[src/lbst_pkg.sv]
package lbst_pkg;

  localparam int KEYWORD_MAX_LEN_DEF = 8;
  localparam int LENGTH_BITS_DEF     = 16;

  localparam logic [3:0] K_IDENT   = 4'd0;
  localparam logic [3:0] K_KEYWORD = 4'd1;
  localparam logic [3:0] K_INT_DEC = 4'd2;
  localparam logic [3:0] K_INT_BIN = 4'd3;
  localparam logic [3:0] K_INT_OCT = 4'd4;
  localparam logic [3:0] K_INT_HEX = 4'd5;
  localparam logic [3:0] K_FLT_DEC = 4'd6;
  localparam logic [3:0] K_FLT_BIN = 4'd7;
  localparam logic [3:0] K_FLT_OCT = 4'd8;
  localparam logic [3:0] K_FLT_HEX = 4'd9;
  localparam logic [3:0] K_STRING  = 4'd10;
  localparam logic [3:0] K_OP      = 4'd11;
  localparam logic [3:0] K_END     = 4'd12;
  localparam logic [3:0] K_ERROR   = 4'd13;

  localparam logic [7:0] OP_ELLIPSIS = 8'd1;
  localparam logic [7:0] OP_CONCAT   = 8'd2;
  localparam logic [7:0] OP_DCOLON   = 8'd3;
  localparam logic [7:0] OP_LE       = 8'd4;
  localparam logic [7:0] OP_GE       = 8'd5;
  localparam logic [7:0] OP_EQEQ     = 8'd6;
  localparam logic [7:0] OP_NE       = 8'd7;

  localparam logic [1:0] EOL_LF     = 2'd0;
  localparam logic [1:0] EOL_CR     = 2'd1;
  localparam logic [1:0] EOL_CRLF   = 2'd2;
  // spare encoding, behaves as CR LF
  localparam logic [1:0] EOL_UNUSED = 2'd3;

  localparam logic [23:0] LINE_TOP = 24'hFFFFFF;
  localparam logic [15:0] COL_TOP  = 16'hFFFF;

  localparam int NUM_KW = 22;
  localparam logic [63:0] KW_TEXT [NUM_KW] = '{
    64'("and"), 64'("break"), 64'("do"), 64'("else"), 64'("elseif"), 64'("end"),
    64'("false"), 64'("for"), 64'("function"), 64'("goto"), 64'("if"), 64'("in"),
    64'("local"), 64'("nil"), 64'("not"), 64'("or"), 64'("repeat"), 64'("return"),
    64'("then"), 64'("true"), 64'("until"), 64'("while")
  };
  localparam logic [3:0] KW_LEN [NUM_KW] = '{
    4'd3, 4'd5, 4'd2, 4'd4, 4'd6, 4'd3, 4'd5, 4'd3, 4'd8, 4'd4, 4'd2,
    4'd2, 4'd5, 4'd3, 4'd3, 4'd2, 4'd6, 4'd6, 4'd4, 4'd4, 4'd5, 4'd5
  };

  typedef enum logic [4:0] {
    S_INIT, S_LCOM, S_DASH1, S_DASH2, S_DASH3, S_MLC, S_MLC_CLOSE,
    S_DOT1, S_DOT2, S_COLON, S_LT, S_GT, S_EQ, S_TILDE, S_IDENT,
    S_ZERO, S_ZERO_B, S_ZERO_X, S_BIN, S_OCT, S_DEC, S_HEX,
    S_FBIN, S_FOCT, S_FDEC, S_FHEX, S_STR, S_STR_ESC, S_HALT
  } scan_st_t;

  typedef struct packed {
    logic [3:0]  kind;
    logic [7:0]  sub;
    logic [23:0] line;
    logic [15:0] col;
    logic [15:0] len;
  } tok_t;

  function automatic tok_t mk_tok(logic [3:0] kind, logic [7:0] sub, logic [23:0] line,
                                  logic [15:0] col, logic [15:0] len);
    tok_t t;
    t.kind = kind;
    t.sub  = sub;
    t.line = line;
    t.col  = col;
    t.len  = len;
    return t;
  endfunction

  function automatic logic [15:0] col_inc(logic [15:0] c);
    return (c != COL_TOP) ? c + 16'd1 : COL_TOP;
  endfunction

  function automatic logic is_alpha(logic [7:0] c);
    return (c >= "a" && c <= "z") || (c >= "A" && c <= "Z") || c == "_";
  endfunction

  function automatic logic is_digit(logic [7:0] c);
    return c >= "0" && c <= "9";
  endfunction

  function automatic logic is_space(logic [7:0] c);
    return c == " " || c == 8'h09 || c == 8'h0A || c == 8'h0D || c == 8'h0B || c == 8'h0C;
  endfunction

  function automatic logic digit_ok(logic [7:0] c, logic [4:0] base);
    logic [7:0] d;
    d = c - "0";
    if (base == 5'd16) begin
      return is_digit(c) || (c >= "a" && c <= "f") || (c >= "A" && c <= "F");
    end
    return c >= "0" && d < {3'd0, base};
  endfunction

  // bytes in the UTF-8 sequence a lead opens, 0 when the byte is no lead
  function automatic logic [2:0] lead_len(logic [7:0] c);
    if (c >= 8'hC0 && c <= 8'hDF) return 3'd2;
    if (c >= 8'hE0 && c <= 8'hEF) return 3'd3;
    if (c >= 8'hF0 && c <= 8'hF7) return 3'd4;
    return 3'd0;
  endfunction

  function automatic logic [4:0] num_base(scan_st_t s);
    case (s)
      S_BIN, S_FBIN: return 5'd2;
      S_OCT, S_FOCT: return 5'd8;
      S_HEX, S_FHEX: return 5'd16;
      default:       return 5'd10;
    endcase
  endfunction

  function automatic logic [3:0] num_kind(scan_st_t s);
    case (s)
      S_BIN:   return K_INT_BIN;
      S_OCT:   return K_INT_OCT;
      S_HEX:   return K_INT_HEX;
      S_FBIN:  return K_FLT_BIN;
      S_FOCT:  return K_FLT_OCT;
      S_FDEC:  return K_FLT_DEC;
      S_FHEX:  return K_FLT_HEX;
      default: return K_INT_DEC;
    endcase
  endfunction

  function automatic scan_st_t num_flt(scan_st_t s);
    case (s)
      S_BIN:   return S_FBIN;
      S_OCT:   return S_FOCT;
      S_HEX:   return S_FHEX;
      S_DEC:   return S_FDEC;
      default: return S_HALT;
    endcase
  endfunction

  // parallel keyword compare: {hit, index}
  function automatic logic [5:0] kw_find(logic [63:0] key, logic [3:0] len);
    logic [5:0] r;
    logic       eq;
    int         idx;
    r = 6'd0;
    for (int k = NUM_KW - 1; k >= 0; k--) begin
      eq = (len == KW_LEN[k]);
      for (int i = 0; i < 8; i++) begin
        idx = (int'(KW_LEN[k]) > i) ? int'(KW_LEN[k]) - 1 - i : 0;
        if (int'(KW_LEN[k]) > i && key[i*8 +: 8] != KW_TEXT[k][idx*8 +: 8]) eq = 1'b0;
      end
      if (eq) r = {1'b1, 5'(k)};
    end
    return r;
  endfunction

endpackage

[src/lua_byte_stream_tokenizer_top.sv]
// Channel  Direction  Handshake          Payload
// in       input      in_valid/in_stall  in_data_byte, in_end_of_data
// out      output     out_valid/out_stall  token fields, out_last_of_run
// cfg      input      cfg_valid/cfg_ready  cfg_eol_mode
//
// One source byte per cycle is taken while out_stall is low; its tokens
// (0 to 3) are computed in the same cycle and land in a three-entry result
// buffer that drains one per cycle while out_stall is low. A byte giving at
// most one token keeps the byte rate; more hold the input until one is left.
// rst_n is synchronous, active low; cfg_ready is always high.
// in_stall rises only while the result buffer holds tokens that cannot all
// leave this cycle; out_stall holds the head token in place.
module lua_byte_stream_tokenizer_top #(
  parameter int KEYWORD_MAX_LEN = lbst_pkg::KEYWORD_MAX_LEN_DEF,
  parameter int LENGTH_BITS     = lbst_pkg::LENGTH_BITS_DEF
) (
  input  logic        clk,
  input  logic        rst_n,
  input  logic        in_valid,
  output logic        in_stall,
  input  logic [7:0]  in_data_byte,
  input  logic        in_end_of_data,
  output logic        out_valid,
  input  logic        out_stall,
  output logic [3:0]  out_token_kind,
  output logic [7:0]  out_sub_code,
  output logic [23:0] out_start_line,
  output logic [15:0] out_start_column,
  output logic [15:0] out_token_length,
  output logic        out_last_of_run,
  input  logic        cfg_valid,
  output logic        cfg_ready,
  input  logic [1:0]  cfg_eol_mode
);
  import lbst_pkg::*;

  localparam int IW = $clog2(KEYWORD_MAX_LEN);
  localparam logic [LENGTH_BITS-1:0] LEN_TOP = '1;
  localparam logic [LENGTH_BITS-1:0] KMAX    = LENGTH_BITS'(KEYWORD_MAX_LEN);

  // scanner state
  scan_st_t                st_r, st_nxt;
  logic [8:0]              pb_r, pb_nxt;
  logic [23:0]             line_r, line_nxt;
  logic [15:0]             col_r, col_nxt;
  logic [23:0]             tsl_r, tsl_nxt;
  logic [15:0]             tsc_r, tsc_nxt;
  logic [LENGTH_BITS-1:0]  tl_r, tl_nxt;
  logic [1:0]              u8_r, u8_nxt;
  logic                    cr_r, cr_nxt;
  logic [7:0]              pfx_r [KEYWORD_MAX_LEN];
  logic [7:0]              pfx_nxt [KEYWORD_MAX_LEN];
  logic [1:0]              eol_mode_r;

  // result buffer
  tok_t                    slot_r [3];
  logic [1:0]              cnt_r;

  // candidate tokens of one byte, in emission order
  tok_t                    cand [6];
  logic [5:0]              cv;
  tok_t                    res [3];
  logic [1:0]              res_n;

  logic acc, take;

  function automatic logic [15:0] len16(logic [LENGTH_BITS-1:0] l);
    logic [31:0] w;
    w = 32'(l);
    return w[15:0];
  endfunction

  function automatic logic [63:0] pfx_key(logic [7:0] p [KEYWORD_MAX_LEN]);
    logic [63:0] k;
    for (int i = 0; i < 8; i++) k[i*8 +: 8] = p[i];
    return k;
  endfunction

  function automatic tok_t ident_tok(logic [7:0] p [KEYWORD_MAX_LEN],
                                     logic [LENGTH_BITS-1:0] l,
                                     logic [23:0] ln, logic [15:0] cl);
    logic [5:0] hit;
    logic [3:0] l4;
    l4  = (l <= LENGTH_BITS'(8)) ? l[3:0] : 4'd15;
    hit = kw_find(pfx_key(p), l4);
    if (hit[5]) return mk_tok(K_KEYWORD, {3'd0, hit[4:0]}, ln, cl, len16(l));
    return mk_tok(K_IDENT, 8'd0, ln, cl, len16(l));
  endfunction

  assign cfg_ready = 1'b1;
  assign out_valid = (cnt_r != 2'd0);
  assign take      = out_valid && !out_stall;
  assign in_stall  = !(cnt_r == 2'd0 || (cnt_r == 2'd1 && !out_stall));
  assign acc       = in_valid && !in_stall;

  assign out_token_kind   = slot_r[0].kind;
  assign out_sub_code     = slot_r[0].sub;
  assign out_start_line   = slot_r[0].line;
  assign out_start_column = slot_r[0].col;
  assign out_token_length = slot_r[0].len;
  assign out_last_of_run  = (cnt_r == 2'd1);

  always_comb begin
    logic [7:0]  c;
    logic        eol, swallow, brk, grow2;
    logic [2:0]  n;
    logic [7:0]  second, single, code;
    logic [23:0] ln;
    logic [15:0] cl;

    c       = in_data_byte;
    ln      = line_r;
    cl      = col_r;
    st_nxt  = st_r;
    pb_nxt  = pb_r;
    tsl_nxt = tsl_r;
    tsc_nxt = tsc_r;
    tl_nxt  = tl_r;
    u8_nxt  = u8_r;
    pfx_nxt = pfx_r;
    cv      = '0;
    for (int i = 0; i < 6; i++) cand[i] = '0;
    brk     = 1'b0;
    grow2   = 1'b0;
    second  = 8'd0;
    single  = 8'd0;
    code    = 8'd0;
    n       = 3'd0;

    // line end detection
    swallow = 1'b0;
    if (eol_mode_r == EOL_LF) begin
      eol = (c == 8'h0A);
    end else if (eol_mode_r == EOL_CR) begin
      eol = (c == 8'h0D);
    end else begin
      swallow = (c == 8'h0A) && cr_r;
      eol     = (c == 8'h0D) || (c == 8'h0A && !cr_r);
    end

    // invalid 0b / 0x: drop back to "0", then the letter opens an identifier
    if ((st_nxt == S_ZERO_B || st_nxt == S_ZERO_X) &&
        !digit_ok(c, (st_nxt == S_ZERO_B) ? 5'd2 : 5'd16)) begin
      cv[0]      = 1'b1;
      cand[0]    = mk_tok(K_INT_DEC, 8'd0, tsl_nxt, tsc_nxt, 16'd1);
      tsc_nxt    = col_inc(tsc_nxt);
      tl_nxt     = LENGTH_BITS'(1);
      pfx_nxt[0] = pb_r[7:0];
      pb_nxt     = 9'd0;
      u8_nxt     = 2'd0;
      st_nxt     = S_IDENT;
    end

    // current state takes the byte
    case (st_nxt)
      S_INIT: brk = 1'b1;
      S_LCOM: if (eol) st_nxt = S_INIT;
      S_DASH1: begin
        if (c == "-") begin
          st_nxt = S_DASH2;
        end else begin
          cv[1] = 1'b1; cand[1] = mk_tok(K_OP, "-", tsl_nxt, tsc_nxt, len16(tl_nxt));
          st_nxt = S_INIT; brk = 1'b1;
        end
      end
      S_DASH2, S_DASH3: begin
        if (c == "[") begin
          st_nxt = (st_nxt == S_DASH2) ? S_DASH3 : S_MLC;
        end else begin
          st_nxt = eol ? S_INIT : S_LCOM;
        end
      end
      S_MLC: if (c == "]") st_nxt = S_MLC_CLOSE;
      S_MLC_CLOSE: st_nxt = (c == "]") ? S_INIT : S_MLC;
      S_DOT1: begin
        if (c == ".") begin
          tl_nxt = LENGTH_BITS'(2); st_nxt = S_DOT2;
        end else begin
          cv[1] = 1'b1; cand[1] = mk_tok(K_OP, ".", tsl_nxt, tsc_nxt, len16(tl_nxt));
          st_nxt = S_INIT; brk = 1'b1;
        end
      end
      S_DOT2: begin
        st_nxt = S_INIT;
        cv[1]  = 1'b1;
        if (c == ".") begin
          tl_nxt  = LENGTH_BITS'(3);
          cand[1] = mk_tok(K_OP, OP_ELLIPSIS, tsl_nxt, tsc_nxt, 16'd3);
        end else begin
          cand[1] = mk_tok(K_OP, OP_CONCAT, tsl_nxt, tsc_nxt, len16(tl_nxt));
          brk     = 1'b1;
        end
      end
      S_COLON, S_LT, S_GT, S_EQ, S_TILDE: begin
        case (st_nxt)
          S_COLON: begin second = ":"; code = OP_DCOLON; single = ":"; end
          S_LT:    begin second = "="; code = OP_LE;     single = "<"; end
          S_GT:    begin second = "="; code = OP_GE;     single = ">"; end
          S_EQ:    begin second = "="; code = OP_EQEQ;   single = "="; end
          default: begin second = "="; code = OP_NE;     single = "~"; end
        endcase
        cv[1] = 1'b1;
        if (c == second) begin
          tl_nxt  = LENGTH_BITS'(2);
          cand[1] = mk_tok(K_OP, code, tsl_nxt, tsc_nxt, 16'd2);
        end else begin
          cand[1] = mk_tok(K_OP, single, tsl_nxt, tsc_nxt, len16(tl_nxt));
          brk     = 1'b1;
        end
        st_nxt = S_INIT;
      end
      S_IDENT: begin
        if (u8_nxt != 2'd0) begin
          u8_nxt = u8_nxt - 2'd1; grow2 = 1'b1;
        end else if (is_alpha(c) || is_digit(c)) begin
          grow2 = 1'b1;
        end else if (c >= 8'h80) begin
          n = lead_len(c);
          if (n == 3'd0) begin
            cv[1] = 1'b1; cand[1] = mk_tok(K_ERROR, 8'd0, ln, cl, 16'd0);
            st_nxt = S_HALT;
          end else begin
            grow2 = 1'b1; u8_nxt = 2'(n - 3'd1);
          end
        end else begin
          cv[1]   = 1'b1;
          cand[1] = ident_tok(pfx_nxt, tl_nxt, tsl_nxt, tsc_nxt);
          st_nxt  = S_INIT; brk = 1'b1;
        end
      end
      S_ZERO: begin
        if (c == "b" || c == "B") begin
          pb_nxt = {1'b1, c}; grow2 = 1'b1; st_nxt = S_ZERO_B;
        end else if (c == "x" || c == "X") begin
          pb_nxt = {1'b1, c}; grow2 = 1'b1; st_nxt = S_ZERO_X;
        end else if (is_digit(c)) begin
          grow2 = 1'b1; st_nxt = S_OCT;
        end else if (c == ".") begin
          grow2 = 1'b1; st_nxt = S_FDEC;
        end else begin
          cv[1] = 1'b1; cand[1] = mk_tok(K_INT_DEC, 8'd0, tsl_nxt, tsc_nxt, len16(tl_nxt));
          st_nxt = S_INIT; brk = 1'b1;
        end
      end
      S_ZERO_B, S_ZERO_X: begin
        // the digit case only: the invalid case was handled above
        pb_nxt = 9'd0; grow2 = 1'b1;
        st_nxt = (st_nxt == S_ZERO_B) ? S_BIN : S_HEX;
      end
      S_BIN, S_OCT, S_DEC, S_HEX, S_FBIN, S_FOCT, S_FDEC, S_FHEX: begin
        if (digit_ok(c, num_base(st_nxt))) begin
          grow2 = 1'b1;
        end else if (c == "." && num_flt(st_nxt) != S_HALT) begin
          grow2 = 1'b1; st_nxt = num_flt(st_nxt);
        end else begin
          cv[1]   = 1'b1;
          cand[1] = mk_tok(num_kind(st_nxt), 8'd0, tsl_nxt, tsc_nxt, len16(tl_nxt));
          st_nxt  = S_INIT; brk = 1'b1;
        end
      end
      S_STR: begin
        if (c == 8'h22) begin
          cv[1] = 1'b1; cand[1] = mk_tok(K_STRING, 8'd0, tsl_nxt, tsc_nxt, len16(tl_nxt));
          st_nxt = S_INIT;
        end else begin
          if (c == 8'h5C) st_nxt = S_STR_ESC;
          grow2 = 1'b1;
        end
      end
      S_STR_ESC: begin
        grow2 = 1'b1; st_nxt = S_STR;
      end
      default: ;
    endcase

    if (grow2) begin
      if (tl_nxt < KMAX) pfx_nxt[tl_nxt[IW-1:0]] = c;
      if (tl_nxt != LEN_TOP) tl_nxt = tl_nxt + LENGTH_BITS'(1);
    end

    // start of a new token
    if (brk && !is_space(c)) begin
      tsl_nxt = ln;
      tsc_nxt = cl;
      tl_nxt  = LENGTH_BITS'(1);
      if (c == "#" && ln == 24'd1 && cl == 16'd1) begin
        st_nxt = S_LCOM;
      end else begin
        case (c)
          "-": st_nxt = S_DASH1;
          ".": st_nxt = S_DOT1;
          ":": st_nxt = S_COLON;
          "<": st_nxt = S_LT;
          ">": st_nxt = S_GT;
          "=": st_nxt = S_EQ;
          "~": st_nxt = S_TILDE;
          "+", "*", "/", "%", "(", ")", ",", "&", "|", "^", "[", "]", "{", "}", ";", "#": begin
            cv[2] = 1'b1; cand[2] = mk_tok(K_OP, c, ln, cl, 16'd1);
          end
          "0": st_nxt = S_ZERO;
          8'h22: begin
            tl_nxt = '0; st_nxt = S_STR;
          end
          default: begin
            n = lead_len(c);
            if (c >= "1" && c <= "9") begin
              st_nxt = S_DEC;
            end else if (is_alpha(c) || n != 3'd0) begin
              pfx_nxt[0] = c;
              u8_nxt     = is_alpha(c) ? 2'd0 : 2'(n - 3'd1);
              st_nxt     = S_IDENT;
            end else begin
              cv[2] = 1'b1; cand[2] = mk_tok(K_ERROR, 8'd0, ln, cl, 16'd0);
              st_nxt = S_HALT;
            end
          end
        endcase
      end
    end

    // position of the next byte
    if (eol) begin
      line_nxt = (line_r != LINE_TOP) ? line_r + 24'd1 : LINE_TOP;
      col_nxt  = 16'd1;
    end else begin
      line_nxt = line_r;
      col_nxt  = swallow ? col_r : col_inc(col_r);
    end
    cr_nxt = (c == 8'h0D);

    // end of data: flush the pending token, add the end token unless halted, restart
    if (in_end_of_data) begin
      cv[3] = 1'b1;
      case (st_nxt)
        S_DASH1: cand[3] = mk_tok(K_OP, "-", tsl_nxt, tsc_nxt, len16(tl_nxt));
        S_DOT1:  cand[3] = mk_tok(K_OP, ".", tsl_nxt, tsc_nxt, len16(tl_nxt));
        S_DOT2:  cand[3] = mk_tok(K_OP, OP_CONCAT, tsl_nxt, tsc_nxt, len16(tl_nxt));
        S_COLON: cand[3] = mk_tok(K_OP, ":", tsl_nxt, tsc_nxt, len16(tl_nxt));
        S_LT:    cand[3] = mk_tok(K_OP, "<", tsl_nxt, tsc_nxt, len16(tl_nxt));
        S_GT:    cand[3] = mk_tok(K_OP, ">", tsl_nxt, tsc_nxt, len16(tl_nxt));
        S_EQ:    cand[3] = mk_tok(K_OP, "=", tsl_nxt, tsc_nxt, len16(tl_nxt));
        S_TILDE: cand[3] = mk_tok(K_OP, "~", tsl_nxt, tsc_nxt, len16(tl_nxt));
        S_ZERO:  cand[3] = mk_tok(K_INT_DEC, 8'd0, tsl_nxt, tsc_nxt, len16(tl_nxt));
        S_ZERO_B, S_ZERO_X: begin
          // "0" then a one-letter identifier, never a keyword
          cand[3] = mk_tok(K_INT_DEC, 8'd0, tsl_nxt, tsc_nxt, 16'd1);
          cv[4]   = 1'b1;
          cand[4] = mk_tok(K_IDENT, 8'd0, tsl_nxt, col_inc(tsc_nxt), 16'd1);
        end
        S_IDENT: begin
          if (u8_nxt != 2'd0) begin
            cand[3] = mk_tok(K_ERROR, 8'd0, tsl_nxt, tsc_nxt, 16'd0);
            st_nxt  = S_HALT;
          end else begin
            cand[3] = ident_tok(pfx_nxt, tl_nxt, tsl_nxt, tsc_nxt);
          end
        end
        S_BIN, S_OCT, S_DEC, S_HEX, S_FBIN, S_FOCT, S_FDEC, S_FHEX:
          cand[3] = mk_tok(num_kind(st_nxt), 8'd0, tsl_nxt, tsc_nxt, len16(tl_nxt));
        S_STR, S_STR_ESC: begin
          cand[3] = mk_tok(K_ERROR, 8'd0, tsl_nxt, tsc_nxt, 16'd0);
          st_nxt  = S_HALT;
        end
        default: cv[3] = 1'b0;
      endcase
      if (st_nxt != S_HALT) begin
        cv[5] = 1'b1; cand[5] = mk_tok(K_END, 8'd0, line_nxt, col_nxt, 16'd0);
      end
      st_nxt   = S_INIT;
      pb_nxt   = 9'd0;
      line_nxt = 24'd1;
      col_nxt  = 16'd1;
      tsl_nxt  = 24'd1;
      tsc_nxt  = 16'd1;
      tl_nxt   = '0;
      u8_nxt   = 2'd0;
      cr_nxt   = 1'b0;
    end

    // pack the candidates, keep the first three
    res_n = 2'd0;
    for (int i = 0; i < 3; i++) res[i] = '0;
    for (int i = 0; i < 6; i++) begin
      if (cv[i] && res_n != 2'd3) begin
        res[res_n] = cand[i];
        res_n      = res_n + 2'd1;
      end
    end
  end

  always_ff @(posedge clk) begin
    if (!rst_n) begin
      st_r       <= S_INIT;
      pb_r       <= 9'd0;
      line_r     <= 24'd1;
      col_r      <= 16'd1;
      tsl_r      <= 24'd1;
      tsc_r      <= 16'd1;
      tl_r       <= '0;
      u8_r       <= 2'd0;
      cr_r       <= 1'b0;
      eol_mode_r <= EOL_LF;
      cnt_r      <= 2'd0;
    end else begin
      if (cfg_valid) eol_mode_r <= cfg_eol_mode;
      if (acc) begin
        // advance the scanner, replace the drained buffer
        st_r   <= st_nxt;
        pb_r   <= pb_nxt;
        line_r <= line_nxt;
        col_r  <= col_nxt;
        tsl_r  <= tsl_nxt;
        tsc_r  <= tsc_nxt;
        tl_r   <= tl_nxt;
        u8_r   <= u8_nxt;
        cr_r   <= cr_nxt;
        cnt_r  <= res_n;
      end else if (take) begin
        cnt_r <= cnt_r - 2'd1;
      end
    end
  end

  // payload: prefix bytes and result slots need no reset
  always_ff @(posedge clk) begin
    if (acc) begin
      pfx_r  <= pfx_nxt;
      slot_r <= res;
    end else if (take) begin
      slot_r[0] <= slot_r[1];
      slot_r[1] <= slot_r[2];
    end
  end

`ifndef SYNTH
  // a drained token shortens the buffer by one
  a_drain: assert property (@(posedge clk) disable iff (!rst_n)
    (take && !acc) |=> cnt_r == $past(cnt_r) - 2'd1)
    else $error("result buffer count slipped");

  // a halted scanner stays silent until end of data
  a_halt_quiet: assert property (@(posedge clk) disable iff (!rst_n)
    (acc && st_r == S_HALT && !in_end_of_data) |=> cnt_r == 2'd0)
    else $error("token after error");

  // end of data restarts scanner and position
  a_restart: assert property (@(posedge clk) disable iff (!rst_n)
    (acc && in_end_of_data) |=> (st_r == S_INIT && line_r == 24'd1 && col_r == 16'd1))
    else $error("no restart after end of data");
`endif

endmodule

[config.mk]
export PLATFORM = sky130hd
export DESIGN_NAME = lua_byte_stream_tokenizer_top
export DESIGN_NICKNAME = d
export VERILOG_FILES = /design/src/lbst_pkg.sv /design/src/lua_byte_stream_tokenizer_top.sv
export SDC_FILE = /design/constraint.sdc
export NUM_CORES = 2
export LEC_CHECK = 0
export ABC_CLOCK_PERIOD_IN_PS = 8600
export BUFFER_PORTS_ARGS = -buffer_cell sky130_fd_sc_hd__buf_4
export CORE_MARGIN = 2
export CORE_UTILIZATION = 40
export CTS_CLUSTER_DIAMETER = 120
export DETAILED_ROUTE_END_ITERATION = 8
export HOLD_SLACK_MARGIN = 0.03
export PLACE_DENSITY_LB_ADDON = 0.2
export SYNTH_ARGS = -nofsm -noshare
export SYNTH_HDL_FRONTEND = slang
export SYNTH_SLANG_ARGS = --single-unit
[constraint.sdc]
create_clock -name clk -period 8.6 [get_ports clk]
set_input_delay 1.29 -clock clk [delete_from_list [all_inputs] [get_ports clk]]
set_output_delay 1.29 -clock clk [all_outputs]
set_load 0.02 [all_outputs]
==> results summary <==
The flow ran to the end, and the final reports show no timing, DRC or antenna violations. The total power came out at about 10 mW. STA puts the critical path data required time at 9.07 ns.

Measured along the y axis, the die boundary spans between 200 and 300 microns. The worst hold-check path type is reg2reg. For this block, the routed nets add up to 114000 microns of wire.

The most frequently used flop master after synthesis is sky130_fd_sc_hd__edfxtp_1. At the pin with the least slew margin, the transition time is 1.24 ns. The final antenna diode count is 0.

The multi-input combinational cells in the finished layout cover a total of around 16000 sq um. The source-to-sink clock delay at the later pin of the worst-skew pair came out at just over 0.6 ns. The area overhead of the layout relative to synthesis is 9.62%.

Ranked by total cell area, the synthesized netlist is headed by sky130_fd_sc_hd__edfxtp_1 (28%), sky130_fd_sc_hd__dfxtp_1 (8.1%), sky130_fd_sc_hd__nand2_1 (5.4%), sky130_fd_sc_hd__nor2_1 (4.9%), sky130_fd_sc_hd__o21ai_0 (4.3%). The headroom to the max-slew limit is 0.167. The maximum clock rate is 126 MHz.

The post-route minimum period is 7.92 ns. Leaving out fill and tap cells, the most frequent cell in the layout is sky130_fd_sc_hd__nand2_1. The die width is around 270 microns. The tool flagged a number of max-cap violations equal to 0. The number of buffers created by CTS is 46. In this run the tool buffered the top-level ports with 86 buffer cells. The post-route clock skew is a little under 0.02 ns. Yosys mapped a number of flops with a built-in enable equal to roughly 270. STA classifies the critical path endpoint as a register. Global routing finished with a remaining overflow of 0. The power density over cell area came out at 322 nW/um^2. The share of synthesized area occupied by flip-flops and latches came out at 0.363. The worst setup path is launched from a register. The ratio of final minimum period to clock period came out at 0.921.

The count of non-filler cells in the finished layout came out at 4404. Synthesis produced a netlist with a net count of 3542. The analysis attributes to cell leakage a power of ~11 nW.

The number of antenna violations at the first check in global routing came to 3. The synthesis-stage register bit count came out at 384. The layout net count is ~3500.

The I/O pin count came out at just under 90. The number of different library cells in the post-synthesis netlist came out at roughly 120. The final route contains roughly 28000 vias.

The average wire per standard cell is 25.8 microns. TritonCTS built the clock tree. The die covers 73600 sq um.

The layout cell share with drive strength beyond 1 is 0.121. The core footprint is ~71000 sq um. The count of yosys warnings during synthesis is 0. Counting tap cells, the placed design contains a total of between 4000 and 5000 instances. The share of synthesized area in the top cell type comes to 0.281. For this run, the total global-route usage over all layers was measured as 0.298. The count of hold-fix buffers inserted at cts is 0. The register clock-pin slew on the reported worst setup and hold paths came out at ~0.06 ns. The largest stage delay on the critical path is ~0.63 ns.

The number of global-route vias before repair was between 20000 and 30000. The count of pins over their slew limit is 0. The hold violation total from the final report is 0. For this design, the slowest cell found on the critical path is sky130_fd_sc_hd__dfxtp_1. The number of gates resized after cts came out at 0. The half-perimeter wire length of the detailed placement result came out at between 80000 and 90000 microns. The starting density of the core came out at 0.402. Clock tree synthesis selected as its root buffer the cell sky130_fd_sc_hd__clkbuf_16. The DRC violation total after the first TritonRoute iteration came out at 3603. The first-pass detailed-route iteration total came out at 6.

Routability-driven placement finished with a final weighted congestion of 0.971. The post-CTS setup buffer count came out at 0. For this run, asynchronously set or reset flops after synthesis account for 0. In the synthesized netlist, the number of instances is 3491. The most used cell along the critical path is sky130_fd_sc_hd__ha_1.

The largest fanout on the critical path is 15. The via density per instance came out at between 6 and 7. Leaving out fill and tap cells, the most frequent cells in the layout are sky130_fd_sc_hd__nand2_1 (407), sky130_fd_sc_hd__nor2_1 (371), sky130_fd_sc_hd__edfxtp_1 (268), sky130_fd_sc_hd__o21ai_0 (243), sky130_fd_sc_hd__buf_4 (224). The floorplan row count is just under 100. In the final timing run, aggregate negative setup slack is 0 ns. Setup repair after global routing left no endpoint under its margin. The number of routed nets with antenna violations is 0. The worst setup path is of the reg2reg kind. Fill cells in the final layout number 7156.

The total number of clock tree sinks came out at around 380. The maximum ir drop on the vdd rail came out at roughly 0.35 mV. The data arrival time of the worst path came out at roughly 8.4 ns. The combined area of all synthesized cells came out at 28600 sq um.

The maximum number of pins on one net before global-route repair is 86. The number of levels the H-tree was split into came out at 2. For this run, design rule violations remaining after detail routing come to 0. The synthesized design spends more area on one cell type than any other, namely sky130_fd_sc_hd__edfxtp_1. The flip-flop and latch area is 10400 sq um. The deepest clock path buffer count is 3. In this design, the largest share of critical-path delay is due to simple AND/OR/NAND/NOR gates. The first global-routing pass estimated around 170000 microns of wire. Each instance of the synthesized netlist takes up on average 8.19 sq um.

The total of endpoints with negative setup slack in the final report came out at 0. Measured on the finished design, the core utilization comes to 0.441. The total buffers and inverters traversed by the critical path is 5.
-- power breakdown --
part	switching (mW)	internal (mW)
logic	3.60	1.58
clock network	0.846	1.05
registers	0.292	2.72
total	4.74	5.35
-- synthesized netlist by cell type, types with 13 or more instances --
cell type and number:
sky130_fd_sc_hd__a211oi_1 31, sky130_fd_sc_hd__a221oi_1 56, sky130_fd_sc_hd__nor4_1 51, sky130_fd_sc_hd__or4_1 14, sky130_fd_sc_hd__nor3_1 98, sky130_fd_sc_hd__o31ai_1 16
sky130_fd_sc_hd__mux2_2 39, sky130_fd_sc_hd__nand4b_1 13, sky130_fd_sc_hd__a21oi_1 217, sky130_fd_sc_hd__nand3b_1 13, sky130_fd_sc_hd__inv_1 51, sky130_fd_sc_hd__or2_2 14
sky130_fd_sc_hd__a22oi_1 88, sky130_fd_sc_hd__and3_1 45, sky130_fd_sc_hd__clkbuf_1 199, sky130_fd_sc_hd__and2_1 49, sky130_fd_sc_hd__a221o_1 53, sky130_fd_sc_hd__mux2i_1 52
sky130_fd_sc_hd__buf_2 46, sky130_fd_sc_hd__nand4_1 59, sky130_fd_sc_hd__buf_1 21, sky130_fd_sc_hd__nor2_1 372, sky130_fd_sc_hd__buf_4 81, sky130_fd_sc_hd__a31oi_1 20
sky130_fd_sc_hd__o22ai_1 34, sky130_fd_sc_hd__nor3b_1 15, sky130_fd_sc_hd__edfxtp_1 268, sky130_fd_sc_hd__o221ai_1 18, sky130_fd_sc_hd__nand2b_1 39, sky130_fd_sc_hd__ha_1 35
sky130_fd_sc_hd__nand2_1 409, sky130_fd_sc_hd__a21o_1 20, sky130_fd_sc_hd__o21ai_1 22, sky130_fd_sc_hd__or3_1 26, sky130_fd_sc_hd__dfxtp_1 116, sky130_fd_sc_hd__xor2_1 23
sky130_fd_sc_hd__o21a_1 18, sky130_fd_sc_hd__xnor2_1 35, sky130_fd_sc_hd__nor2b_1 86, sky130_fd_sc_hd__o211ai_1 35, sky130_fd_sc_hd__o21ai_0 245, sky130_fd_sc_hd__nand3_1 126
-- state kept, by name (all words and copies together), names as in the netlist, 24 cells and up --
name and flops:
slot_r 136, out_start_line 24, tsl_r 24, line_r 24
pfx_r 64
-- worst register-to-register path, delay by kind of cell, from the launching register on --
family          cells  cell delay, ns
compound gates      7            1.64
buf+inv             5            0.54
flops               1            0.63
mux                 2            0.67
fa+ha+maj           5            1.42
simple gates       13            2.92
-- cell type report --
cell class | count | area share
sequential | 384 | 0.331
clock inverter | 21 | 0.00615
clock buffer | 65 | 0.0393
tap | 950 | 0.0379
inverter | 57 | 0.00707
multi-input combinational | 2701 | 0.524
timing repair buffer | 226 | 0.0549
-- stage by stage --
step,cell area (sq um),setup WS (ns),hold WS [ns]
5_1_grt,31300,0.216,0.519
2_1_floorplan,28600,0.0279,0.468
3_3_place_gp,29900,0.393,0.497
4_1_cts,31300,0.783,0.510
6_report,31300,0.682,0.510
3_5_place_dp,29900,0.185,0.501
-- worst paths after layout --
path / cells after the start / from / slack (ns) / end
max: 32 / st_r[3] / 0.68 / out_token_length[2]
min: 1 / pb_r[7] / 0.51 / pb_r[7]
max reg2reg: 32 / st_r[3] / 0.68 / out_token_length[2]
min reg2reg: 1 / pb_r[7] / 0.51 / pb_r[7]
-- metal layers --
layer / track usage / part of all wire / vias to the layer above
met5: 0 / 0 / -
met4: 0.114 / 0.039 / 0
met3: 0.0448 / 0.090 / 258
met2: 0.455 / 0.44 / 1580
met1: 0.425 / 0.43 / 13500
li1: - / - / 12800
-- kinds of logic after synthesis --
kind of cell             count (synthesis)  share of synthesized area
adder cells (fa/ha/maj)                 36                     0.0157
AND/OR/NAND/NOR                       1483                      0.257
XOR/XNOR                                59                     0.0186
AO/OA/AOI/OAI                         1028                      0.245
multiplexers                            93                     0.0344
flip-flops                             384                      0.363
other                                    2                   0.000263
buffers and inverters                  406                     0.0665
Power figures use the tool's default switching activity.
